===== config.mk =====
export PLATFORM = sky130hd
export DESIGN_NAME = mouse_report_accumulator_top
export DESIGN_NICKNAME = d
export VERILOG_FILES = /design/src/rtl/mra_pkg.sv /design/src/rtl/mra_axis.sv /design/src/rtl/mra_report.sv /design/src/rtl/mouse_report_accumulator_top.sv
export SDC_FILE = /design/constraint.sdc
export NUM_CORES = 1
export LEC_CHECK = 0
export ABC_AREA = 1
export BUFFER_PORTS_ARGS = -buffer_cell sky130_fd_sc_hd__buf_4
export CAP_MARGIN = 10
export CORE_MARGIN = 5
export CORE_UTILIZATION = 45
export CTS_BUF_LIST = sky130_fd_sc_hd__clkbuf_16
export DETAILED_ROUTE_END_ITERATION = 8
export SLEW_MARGIN = 20
export SYNTH_ARGS = -nofsm -noshare
export SYNTH_HDL_FRONTEND = slang
export SYNTH_SLANG_ARGS = --single-unit

===== constraint.sdc =====
create_clock -name clk -period 4.4 [get_ports clk]
set_input_delay 0.44 -clock clk [delete_from_list [all_inputs] [get_ports clk]]
set_output_delay 0.44 -clock clk [all_outputs]
set_load 0.02 [all_outputs]

===== src/rtl/mra_pkg.sv =====
// Shared types and constants for the mouse report accumulator.
package mra_pkg;

    // Request codes carried in the req_type field.
    typedef enum logic [1:0] {
        REQ_PRESS   = 2'd0,
        REQ_RELEASE = 2'd1,
        REQ_MOVE    = 2'd2,
        REQ_FLUSH   = 2'd3
    } req_type_t;

    // Status byte layout.
    localparam int unsigned BTN_BITS   = 4;
    localparam int unsigned X_SIGN_BIT = 4;
    localparam int unsigned Y_SIGN_BIT = 5;
    localparam logic [7:0]  FLUSH_KEEP_MASK = 8'h0F;  // flush keeps the buttons only

    // One input transaction.
    typedef struct packed {
        req_type_t          req_type;
        logic [1:0]         button;
        logic signed [15:0] dx;
        logic signed [15:0] dy;
    } req_item_t;

    // One result transaction.
    typedef struct packed {
        logic [7:0] status_out;
        logic [7:0] x_out;
        logic [7:0] y_out;
    } rpt_item_t;

endpackage


===== src/rtl/mra_axis.sv =====
// Sign-magnitude update of one movement axis.
module mra_axis (
    input  logic               neg,
    input  logic [7:0]         stored,
    input  logic signed [15:0] delta,
    output logic               neg_next,
    output logic [7:0]         stored_next
);

    logic [7:0]         mag;
    logic signed [16:0] mag_ext;
    logic signed [16:0] d_ext;
    logic signed [16:0] sum;
    logic signed [16:0] diff;
    logic [7:0]         sum_neg;
    logic [7:0]         diff_neg;
    logic               d_pos;
    logic [7:0]         mag_next;

    assign mag      = neg ? ~stored : stored;
    assign mag_ext  = signed'({9'd0, mag});
    assign d_ext    = 17'(delta);
    assign sum      = mag_ext + d_ext;        // m + d
    assign diff     = mag_ext - d_ext;        // m - d
    assign sum_neg  = 8'(~sum[7:0]) + 8'd1;   // (-d - m) mod 256
    assign diff_neg = 8'(~diff[7:0]) + 8'd1;  // (d - m) mod 256
    assign d_pos    = !delta[15] && (delta != 16'sd0);

    always_comb
    begin
        neg_next = neg;
        mag_next = sum[7:0];
        if (d_pos)
        begin
            if (neg)
            begin
                if (diff[16])
                begin
                    // crosses zero toward positive
                    mag_next = diff_neg;
                    neg_next = 1'b0;
                end
                else
                begin
                    mag_next = diff[7:0];
                end
            end
            else
            begin
                mag_next = sum[7:0];
            end
        end
        else
        begin
            if (neg)
            begin
                mag_next = diff[7:0];
            end
            else if (!sum[16] && (sum != 17'sd0))
            begin
                mag_next = sum[7:0];
            end
            else
            begin
                // reaches or crosses zero: goes negative (zero move on zero too)
                mag_next = sum_neg;
                neg_next = 1'b1;
            end
        end
    end

    assign stored_next = neg_next ? ~mag_next : mag_next;

endmodule


===== src/rtl/mra_report.sv =====
// Report state registers and the per-transaction update.
module mra_report (
    input  logic                 clk,
    input  logic                 rst_n,
    input  logic                 upd_en,
    input  mra_pkg::req_item_t   item,
    output mra_pkg::rpt_item_t   report_next
);

    logic [7:0] status_reg;
    logic [7:0] x_reg;
    logic [7:0] y_reg;
    logic [7:0] status_next;
    logic [7:0] x_next;
    logic [7:0] y_next;

    logic       x_neg_next;
    logic       y_neg_next;
    logic [7:0] x_mv;
    logic [7:0] y_mv;
    logic [7:0] btn_mask;

    mra_axis u_axis_x (
        .neg         (status_reg[mra_pkg::X_SIGN_BIT]),
        .stored      (x_reg),
        .delta       (item.dx),
        .neg_next    (x_neg_next),
        .stored_next (x_mv)
    );

    mra_axis u_axis_y (
        .neg         (status_reg[mra_pkg::Y_SIGN_BIT]),
        .stored      (y_reg),
        .delta       (item.dy),
        .neg_next    (y_neg_next),
        .stored_next (y_mv)
    );

    assign btn_mask = {{(8 - mra_pkg::BTN_BITS){1'b0}},
                       mra_pkg::BTN_BITS'(4'b0001 << item.button)};

    always_comb
    begin
        status_next = status_reg;
        x_next      = x_reg;
        y_next      = y_reg;
        case (item.req_type)
            mra_pkg::REQ_PRESS:
            begin
                status_next = status_reg | btn_mask;
            end
            mra_pkg::REQ_RELEASE:
            begin
                status_next = status_reg & ~btn_mask;
            end
            mra_pkg::REQ_MOVE:
            begin
                status_next[mra_pkg::X_SIGN_BIT] = x_neg_next;
                status_next[mra_pkg::Y_SIGN_BIT] = y_neg_next;
                x_next = x_mv;
                y_next = y_mv;
            end
            mra_pkg::REQ_FLUSH:
            begin
                status_next = status_reg & mra_pkg::FLUSH_KEEP_MASK;
                x_next      = 8'd0;
                y_next      = 8'd0;
            end
            default:
            begin
                status_next = status_reg;
            end
        endcase
    end

    always_ff @(posedge clk or negedge rst_n)
    begin
        if (!rst_n)
        begin
            status_reg <= 8'd0;
            x_reg      <= 8'd0;
            y_reg      <= 8'd0;
        end
        else if (upd_en)
        begin
            status_reg <= status_next;
            x_reg      <= x_next;
            y_reg      <= y_next;
        end
    end

    assign report_next.status_out = status_next;
    assign report_next.x_out      = x_next;
    assign report_next.y_out      = y_next;

endmodule


===== src/rtl/mouse_report_accumulator_top.sv =====
// Top level of the mouse report accumulator: input register, update, result register.
//
// Keeps a three-byte mouse report (status, x, y) and returns the full report
// after every request transaction. Press and release set or clear one of four
// button bits; a move adds signed 16-bit displacements to each axis held in
// sign-magnitude form (sign in status bits 4/5, magnitude stored as its ones'
// complement when negative, wrapping modulo 256); a flush clears movement,
// signs and overflow bits and keeps the buttons. A zero move on a zero,
// positive axis turns it into negative zero (byte 0xFF). The overflow bits are
// held but never set. Throughput is one transaction per cycle while the report
// channel is not stalled. An accepted request is loaded into the input
// register, and from there the report moves through the update logic into the
// result register, where it shows on rpt and can be taken.
// A stalled report holds the input register, which then stalls the request
// channel until the report is taken. The report state is written when a
// transaction leaves the input register, so each transaction sees the state
// left by the one before it.
module mouse_report_accumulator_top (
    input  logic               clk,
    input  logic               rst_n,

    // request channel
    input  logic               req_valid,
    output logic               req_stall,
    input  mra_pkg::req_item_t req,

    // report channel
    output logic               rpt_valid,
    input  logic               rpt_stall,
    output mra_pkg::rpt_item_t rpt
);

    logic               in_valid_reg;
    mra_pkg::req_item_t in_item_reg;
    logic               rpt_valid_reg;
    mra_pkg::rpt_item_t rpt_reg;
    mra_pkg::rpt_item_t report_next;
    logic               advance;

    // The input stage moves on when the result register is empty or being taken.
    assign advance   = in_valid_reg && (!rpt_valid_reg || !rpt_stall);
    assign req_stall = in_valid_reg && !advance;

    always_ff @(posedge clk or negedge rst_n)
    begin
        if (!rst_n)
        begin
            in_valid_reg <= 1'b0;
        end
        else if (!req_stall)
        begin
            in_valid_reg <= req_valid;
        end
    end

    // Payload registers carry no reset.
    always_ff @(posedge clk)
    begin
        if (!req_stall && req_valid)
        begin
            in_item_reg <= req;
        end
    end

    mra_report u_report (
        .clk         (clk),
        .rst_n       (rst_n),
        .upd_en      (advance),
        .item        (in_item_reg),
        .report_next (report_next)
    );

    always_ff @(posedge clk or negedge rst_n)
    begin
        if (!rst_n)
        begin
            rpt_valid_reg <= 1'b0;
        end
        else if (advance)
        begin
            rpt_valid_reg <= 1'b1;
        end
        else if (!rpt_stall)
        begin
            rpt_valid_reg <= 1'b0;
        end
    end

    always_ff @(posedge clk)
    begin
        if (advance)
        begin
            rpt_reg <= report_next;
        end
    end

    assign rpt_valid = rpt_valid_reg;
    assign rpt       = rpt_reg;

endmodule


Word-level counts from Yosys, hierarchy flattened
Cells that the tools add are included.
Storage, ports and cells
  bits in registers: 86
  output and inout bits: 26
Operators by class
  $add $sub $neg: 8
  eq/ne operators: 4
  shifts and indexed selects: 1
  multiplexer cells: 31
  bitwise logic cells: 11
  reduce and logical (&&, ||, !) cells: 21
Operators with widths (count)
  $mux 8: 14
  $not 8->8: 8
  $add 9x16->17: 2
  $reduce_bool 17->1: 2
  $sub 9x16->17: 2
  $add 8x1->8 const B: 4
  $pmux 8 s2: 2
  $reduce_bool 16->1: 2
  $mux 1: 12
  $and 8x8->8: 1
  $logic_not 1->1: 8
  $not 4->8: 1
  $or 8x4->8: 1
  $pmux 2 s4: 1
  $pmux 4 s2: 1
  $logic_and 1x1->1: 7
  $pmux 2 s3: 1
  $eq 2x2->1 const B: 2
  $shl 1x2->4 const A: 1
  $eq 2x1->1 const B: 1
  $logic_not 2->1: 1
  $ne 2x1->1 const B: 1
  $logic_or 1x1->1: 1

Logic depth before layout (Yosys ltp)
Gate-level depths: netlist (run 1).
  depth in word-level cells: 11
  depth in mapped cells: 28
  depth with buffers taken out: 26

Modules after synthesis
From an unflattened synthesis (run 1), not the netlist that was laid out.
Second synthesis, totals
  cells, all modules: 1008
  area total of the unflattened synthesis: 7236.9 µm²
By module, submodules not included
  mra_axis (u_report.u_axis_x): instances 1, cells each 382, area each 2059.5 µm², sequential area each 0.0 µm²
  mra_axis (u_report.u_axis_y): instances 1, cells each 381, area each 1996.9 µm², sequential area each 0.0 µm²
  mouse_report_accumulator_top: instances 1, cells each 72, area each 1896.8 µm², sequential area each 1851.8 µm²
  mra_report: instances 1, cells each 173, area each 1283.7 µm², sequential area each 600.6 µm²

Worst setup path before layout (run 1)
Ideal clock, no wire load.
  kind: flip-flop to flip-flop
  start point: register u_report.status_reg[4]
  end point: register rpt_reg (netlist bit rpt[15]) (data pin)
  setup time: 0.258 ns
  data arrival time: 3.221 ns
  data required time: 4.142 ns
  path slack: 0.922 ns
  cell stages (with the launch flop): 26
  path through: dfrtp_1 clkbuf_1 clkbuf_1 xnor2_1 inv_1 ha_1 inv_1 fa_1 inv_1 nand2_2 o21ai_2 nand2_1 nand2_1 nand2_1 nand2_1 nand2_1 inv_1 nand2_1 nor2_1 nand3_2 nand2_4 nand2_4 o21bai_1 nand3_1 nand2_1 nand2_1
RTL lines
  from (decl): line mra_report.sv:10  | logic [7:0] status_reg;
  from (signal assigned): line mra_report.sv:86  | status_reg <= status_next;
  to (signal assigned): line mouse_report_accumulator_top.sv:93  | rpt_reg <= report_next;
  to (decl): line mouse_report_accumulator_top.sv:36  | mra_pkg::rpt_item_t rpt_reg;

==> impl_metrics.env, run 1 <==
export IMPL_area_growth_pct=13.46
export IMPL_synthTopCellsByArea="edfxtp_1, nand2_1, dfrtp_1"
export IMPL_first_pass_iters=5
export IMPL_worstPathArrival_ns=3.66
export IMPL_critPathKind="flip-flop to flip-flop"
export IMPL_drv_cap=0
export IMPL_ys_seq_area_frac=0.3509
export IMPL_ys_top_cells_by_count="nand2_1, inv_1, nand3_1"
export IMPL_grt_pass1_wl_um=29350
export IMPL_cp_common_cell="nand2_1"
export IMPL_synth_edf_count=60
export IMPL_regArea_sq_um=2452
export IMPL_antenna_left=0
export IMPL_cts_htree_levels=3
export IMPL_core_area_sq_um=15200
export IMPL_viasPerCell=5.149
export IMPL_numCtsBuffers=9
export IMPL_post_cts_resized=0
export IMPL_synthDistinctLibCells=50
export IMPL_synth_most_common_cell="nand2_1"
export IMPL_final_cells=1212
export IMPL_drive_gt1_frac=0.1445
export IMPL_netlist_area_sq_um=6988
export IMPL_period_needed_ns=3.575
export IMPL_finalSetupViolCount=0
export IMPL_clock_fmax_mhz=279.7
export IMPL_fin_skew_ns=0.01303
export IMPL_fin_tns_setup_ns=0
export IMPL_drc=0
export IMPL_clkTransAtPathRegs_ns=0.08
export IMPL_portBuffers=65
export IMPL_num_io_pins=66
export IMPL_multi_input_area_sq_um=3854
export IMPL_peakVddDrop_uv=415.4
export IMPL_rows=45
export IMPL_finalCritPeriodShare=0.8125
export IMPL_dieArea_sq_um=18120
export IMPL_hpwl_um=14110
export IMPL_max_slew_worst_pin_slew_ns=0.8526
export IMPL_worst_path_max_fanout=13
export IMPL_syn_inst=957
export IMPL_powerDensity_nw_per_um2=729.8
export IMPL_synth_top_area_share=0.2578
export IMPL_overflow=0
export IMPL_hold_viol=0
export IMPL_syn_area_per_cell_sq_um=7.302
export IMPL_min_path_type="input pin to flip-flop"
export IMPL_initial_core_util=0.4597
export IMPL_drt_iter0_markers=516
export IMPL_fill_cells=1515
export IMPL_leakage_nw=4.058
export IMPL_largest_register_ffs=36
export IMPL_post_drt_wl_per_cell_um=14.70
export IMPL_slew_viol_final=0
export IMPL_root_buffer="clkbuf_16"
export IMPL_die_w_um=134.6
export IMPL_cts_setup_buffers=0
export IMPL_clk_latency_ns=0.35
export IMPL_max_clock_path_buffers=2
export IMPL_rsz0062_at_grt="false"
export IMPL_synth_area_leader_cell="edfxtp_1"
export IMPL_globalRouteTotalUtil=0.2026
export IMPL_grt_pass1_vias=5835
export IMPL_async_flop_share=0.3023
export IMPL_ys_ff_latch=86
export IMPL_place_inst=1195
export IMPL_antenna_found_initial=0
export IMPL_status="finished clean"
export IMPL_path_cells="xnor2_1, inv_1, ha_1, inv_1, fa_1, ha_1, inv_1, nor2_1, nand3_1, nor2_2, nand3_1, nor2_2, nand3_4, nand2_4, nand2_1, nand2_1, nand2_1, nand2_1, nand2_1, nand2_1, nand3_2"
export IMPL_gp_congestion=0.9305
export IMPL_cpPeakStageDelay_ns=0.68
export IMPL_synthFlopType="edfxtp_1"
export IMPL_wirelength_um=17820
export IMPL_cts_tree="done"
export IMPL_cts_sinks=86
export IMPL_vias=6241
export IMPL_antenna_cells=0
export IMPL_worstPathRequired_ns=4.49
export IMPL_power_total_mw=5.787
export IMPL_critPathSlowestCell="dfrtp_1"
export IMPL_start_kind="flip-flop"
export IMPL_whs_ns=0.2565
export IMPL_die_y_um=134.6
export IMPL_slew_headroom=0.4310
export IMPL_final_nets=1102
export IMPL_grt_start_max_net_pins=29
export IMPL_synth_nets=1040
export IMPL_worstSetupEndpointType="flip-flop"
export IMPL_yosys_warnings=0
-- routing by layer --
layer | GRT usage | vias up | routed length, um
met3 | 0.02794 | 22 | 517
met1 | 0.2591 | 2883 | 7911
li1 | - | 3211 | -
met2 | 0.3570 | 125 | 9023
met4 | 0.06109 | 0 | 362
met5 | 0 | - | 0
-- critical path: cells and delay by family, from the launching register on --
family	cells	cell delay [ns]
adder cells (fa/ha/maj)	3	0.93
buffers and inverters	3	0.18
flip-flops	1	0.68
XOR/XNOR	1	0.18
AND/OR/NAND/NOR	14	1.34
-- path summary, 6_finish.rpt --
check	depth (start not counted)	slack, ns	start	to
worst min-delay path	1	0.26	req[1]	in_item_reg[1]
worst min register to register	2	0.49	in_valid_reg	rpt_valid
worst max register to register	21	0.82	u_report.status_reg[5]	rpt[1]
worst max-delay path	21	0.82	u_report.status_reg[5]	rpt[1]
max in group asynchronous	2	3.58	rst_n	u_report.y_reg[1]
min in group asynchronous	2	0.55	rst_n	u_report.x_reg[3]
-- cells in the final DEF, fill, tap and decap left out, drive strengths merged, types with 8 or more instances in the layout --
cell type	Yosys	layout
o21ai	36	36
edfxtp	60	60
inv	150	153
buf	11	70
clkbuf	9	9
nand2	317	317
a21oi	26	26
nor3	17	17
dfrtp	26	26
nand4	16	16
nand3	105	105
o211ai	8	8
xor2	27	27
nor2	66	66
ha	39	39
-- power breakdown --
part	total [mW]	switching, mW	internal [mW]
logic	3.83	2.54	1.29
registers	1.23	0.153	1.08
clock network	0.728	0.343	0.385
-- repair_timing --
item / 4_1_cts / 5_1_grt
hold buffers: 1 / 0
endpoints found under the setup margin: 0 / 0
endpoints found under the hold margin: 1 / 0
-- final cells by class --
class,count,share of cell area
Multi-Input combinational cell,698,0.4860
Sequential cell,86,0.3093
Inverter,153,0.07306
Timing Repair Buffer,71,0.06754
Tap cell,188,0.02967
Clock buffer,9,0.02840
Clock inverter,7,0.005997
-- through the flow --
stage	instance area (sq um)	setup slack, ns	utilization
floorplan	6988	0.9218	-
global placement	7646	0.8371	0.5030
detailed placement	7646	0.8263	0.5030
CTS	7929	0.8070	0.5216
global route	7929	0.4489	0.5216
finish	7929	0.8249	0.5216
-- logic make-up after synthesis --
| kind of cell | synth area share |
|---|---|
| flip-flops | 0.3509 |
| multiplexers | 0.002865 |
| AO/OA/AOI/OAI | 0.07323 |
| XOR/XNOR | 0.04351 |
| AND/OR/NAND/NOR | 0.3506 |
| buffers and inverters | 0.09758 |
| adder cells (fa/ha/maj) | 0.08129 |
No activity file was read; power rests on OpenSTA's default activity.
==> run 2, diff against run 1 <==
- PLACE_DENSITY: unset -> 0.66
- clock period: 4.4 -> 3.1 ns (I/O delays scaled with it)
==> impl_metrics.env, run 2 (synthesis gave the netlist of run 1 again) <==
export IMPL_clkPwrFrac=0.099
export IMPL_stdcell_area_sq_um=9662
export IMPL_first_pass_iters=6
export IMPL_cts_tree="done"
export IMPL_min_path_type="input pin to flip-flop"
export IMPL_power_frac_seq=0.163
export IMPL_antenna_left=0
export IMPL_largest_register_ffs=36
export IMPL_area_growth_pct=38.26
export IMPL_grt_pass1_wl_um=31260
export IMPL_peakVddDrop_uv=704.3
export IMPL_numCtsBuffers=9
export IMPL_p_int_mw=5.635
export IMPL_wirelength_um=19470
export IMPL_hpwl_um=14530
export IMPL_rows=45
export IMPL_slew_viol_final=0
export IMPL_vias=6845
export IMPL_setup_ws_ns=-0.07071
export IMPL_status="finished, violations left"
export IMPL_drc=0
export IMPL_grt_start_max_net_pins=46
export IMPL_multi_input_area_sq_um=4657
export IMPL_worstPathRequired_ns=3.19
export IMPL_cts_sinks=86
export IMPL_finalCritPeriodShare=1.023
export IMPL_max_clock_path_buffers=2
export IMPL_die_y_um=134.6
export IMPL_cts_htree_levels=3
export IMPL_netSwitchingPower_mw=5.295
export IMPL_overflow=0
export IMPL_regArea_sq_um=2455
export IMPL_final_core_util=0.6356
export IMPL_die_w_um=134.6
export IMPL_min_path_cells=1
export IMPL_worstReg2RegEnd="rpt[3]"
export IMPL_drive_gt1_frac=0.3551
export IMPL_start_kind="flip-flop"
export IMPL_fill_cells=1302
export IMPL_gp_congestion=0.9477
export IMPL_finalSetupViolCount=26
export IMPL_fin_skew_ns=0.005993
export IMPL_final_nets=1213
export IMPL_clk_latency_ns=0.35
export IMPL_final_cell_mix="nand2_1, buf_4, inv_1"
export IMPL_slew_headroom=0.5122
export IMPL_worst_path_max_fanout=8
export IMPL_holdCritStartpoint="req[33]"
export IMPL_initial_core_util=0.4597
export IMPL_combPwrFrac=0.738
export IMPL_root_buffer="clkbuf_16"
export IMPL_clkTransAtPathRegs_ns=0.06
export IMPL_viasPerCell=5.174
export IMPL_antenna_found_initial=0
export IMPL_final_cells=1323
export IMPL_period_needed_ns=3.171
export IMPL_antenna_cells=0
export IMPL_portBuffers=65
export IMPL_worstReg2RegStart="u_report.status_reg[5]"
export IMPL_num_io_pins=66
export IMPL_place_area_sq_um=8414
export IMPL_dieArea_sq_um=18120
export IMPL_place_inst=1296
export IMPL_swShare=0.4845
export IMPL_leakage_nw=4.764
export IMPL_failed_checks="negative setup slack"
export IMPL_powerDensity_nw_per_um2=1131
export IMPL_worstSetupEndpointType="flip-flop"
export IMPL_globalRouteTotalUtil=0.2126
export IMPL_rsz0062_at_grt="true"
export IMPL_post_drt_wl_per_cell_um=14.72
export IMPL_drv_cap=0
export IMPL_max_slew_worst_pin_slew_ns=0.7290
export IMPL_final_common_cell="nand2_1"
export IMPL_hold_end="in_item_reg[33]"
export IMPL_clock_fmax_mhz=315.4
export IMPL_worstPathArrival_ns=3.26
export IMPL_reg2reg_slack_ns=-0.07
export IMPL_drt_iter0_markers=552
export IMPL_hold_viol=0
export IMPL_grt_pass1_vias=6628
export IMPL_r2r_cells=20
export IMPL_core_area_sq_um=15200
export IMPL_critPathKind="flip-flop to flip-flop"
==> run 2: power groups by stage <==
| stage | registers, mW | clock network [mW] | logic (mW) |
|---|---|---|---|
| floorplan | 1.77 | 0 | 4.13 |
| global placement | 1.75 | 0 | 6.66 |
| detailed placement | 1.75 | 0 | 6.71 |
| CTS | 1.75 | 1.11 | 7.20 |
| global route | 1.81 | 1.16 | 8.88 |
| finish | 1.78 | 1.08 | 8.06 |
==> run 2: worst max path at each step <==
stage                            from           endpoint  cells after the start
2_1_floorplan  u_report.status_reg[5]             rpt[1]                     23
3_3_place_gp   u_report.status_reg[4]            rpt[14]                     21
3_5_place_dp   u_report.status_reg[4]  u_report.x_reg[1]                     25
4_1_cts        u_report.status_reg[5]             rpt[3]                     21
5_1_grt        u_report.status_reg[4]  u_report.x_reg[6]                     27
6_report       u_report.status_reg[5]             rpt[3]                     20
==> run 2: what timing repair did <==
action / CTS / global route
endpoints found under the hold margin: 26 / 0
setup endpoints to repair: 36 / 36
hold buffers: 1 / 0
pin swaps: 51 / 65
gates resized for setup: 82 / 115
buffers inserted: 8 / 4
==> run 2: critical path: stages, from the launching register on <==
cell and delay (ns):
dfrtp_2 0.46, buf_6 0.15, xnor2_4 0.13, buf_6 0.13, fa_2 0.40, nor2_4 0.14
nand2_2 0.08, nand2_4 0.09, nand2_2 0.05, nand2_2 0.07, nand3_2 0.10, nor2_2 0.13
nand3_2 0.09, nor2_4 0.10, nand3_4 0.13, nand2_8 0.14, nand4_1 0.09, nand3b_1 0.17
nand2_1 0.08, nand2_1 0.08, nand3_2 0.08
==> run 2: metrics by stage <==
stage,hold slack (ns),power [mW],TNS [ns],setup slack (ns)
detailed placement,0.2519,8.461,-4.345,-0.1758
CTS,0.1237,10.06,-0.7720,-0.07988
global placement,0.2499,8.413,-2.575,-0.1175
finish,0.1365,10.93,-0.6341,-0.07071
global route,0.1163,11.85,-7.467,-0.3099
floorplan,0.01441,5.905,-0.1894,-0.04622
==> run 2: routing by layer <==
metal  wire length [um]  share of wire  GRT usage  vias to the layer above
li1                   -              -          -                     3425
met1               7896           0.41     0.2593                     3188
met2              10230           0.53     0.3813                      188
met3                807          0.041    0.03390                       44
met4                541          0.028    0.07353                        0
met5                  0              0          0                        -
==> run 2: final cells by class <==
type,instances,share of cell area
multi-input cells,698,0.4820
repair buffers,182,0.1485
clock inverters,7,0.006993
clock buffers,9,0.02331
well taps,188,0.02435
inverters,153,0.06074
flip-flops and latches,86,0.2541
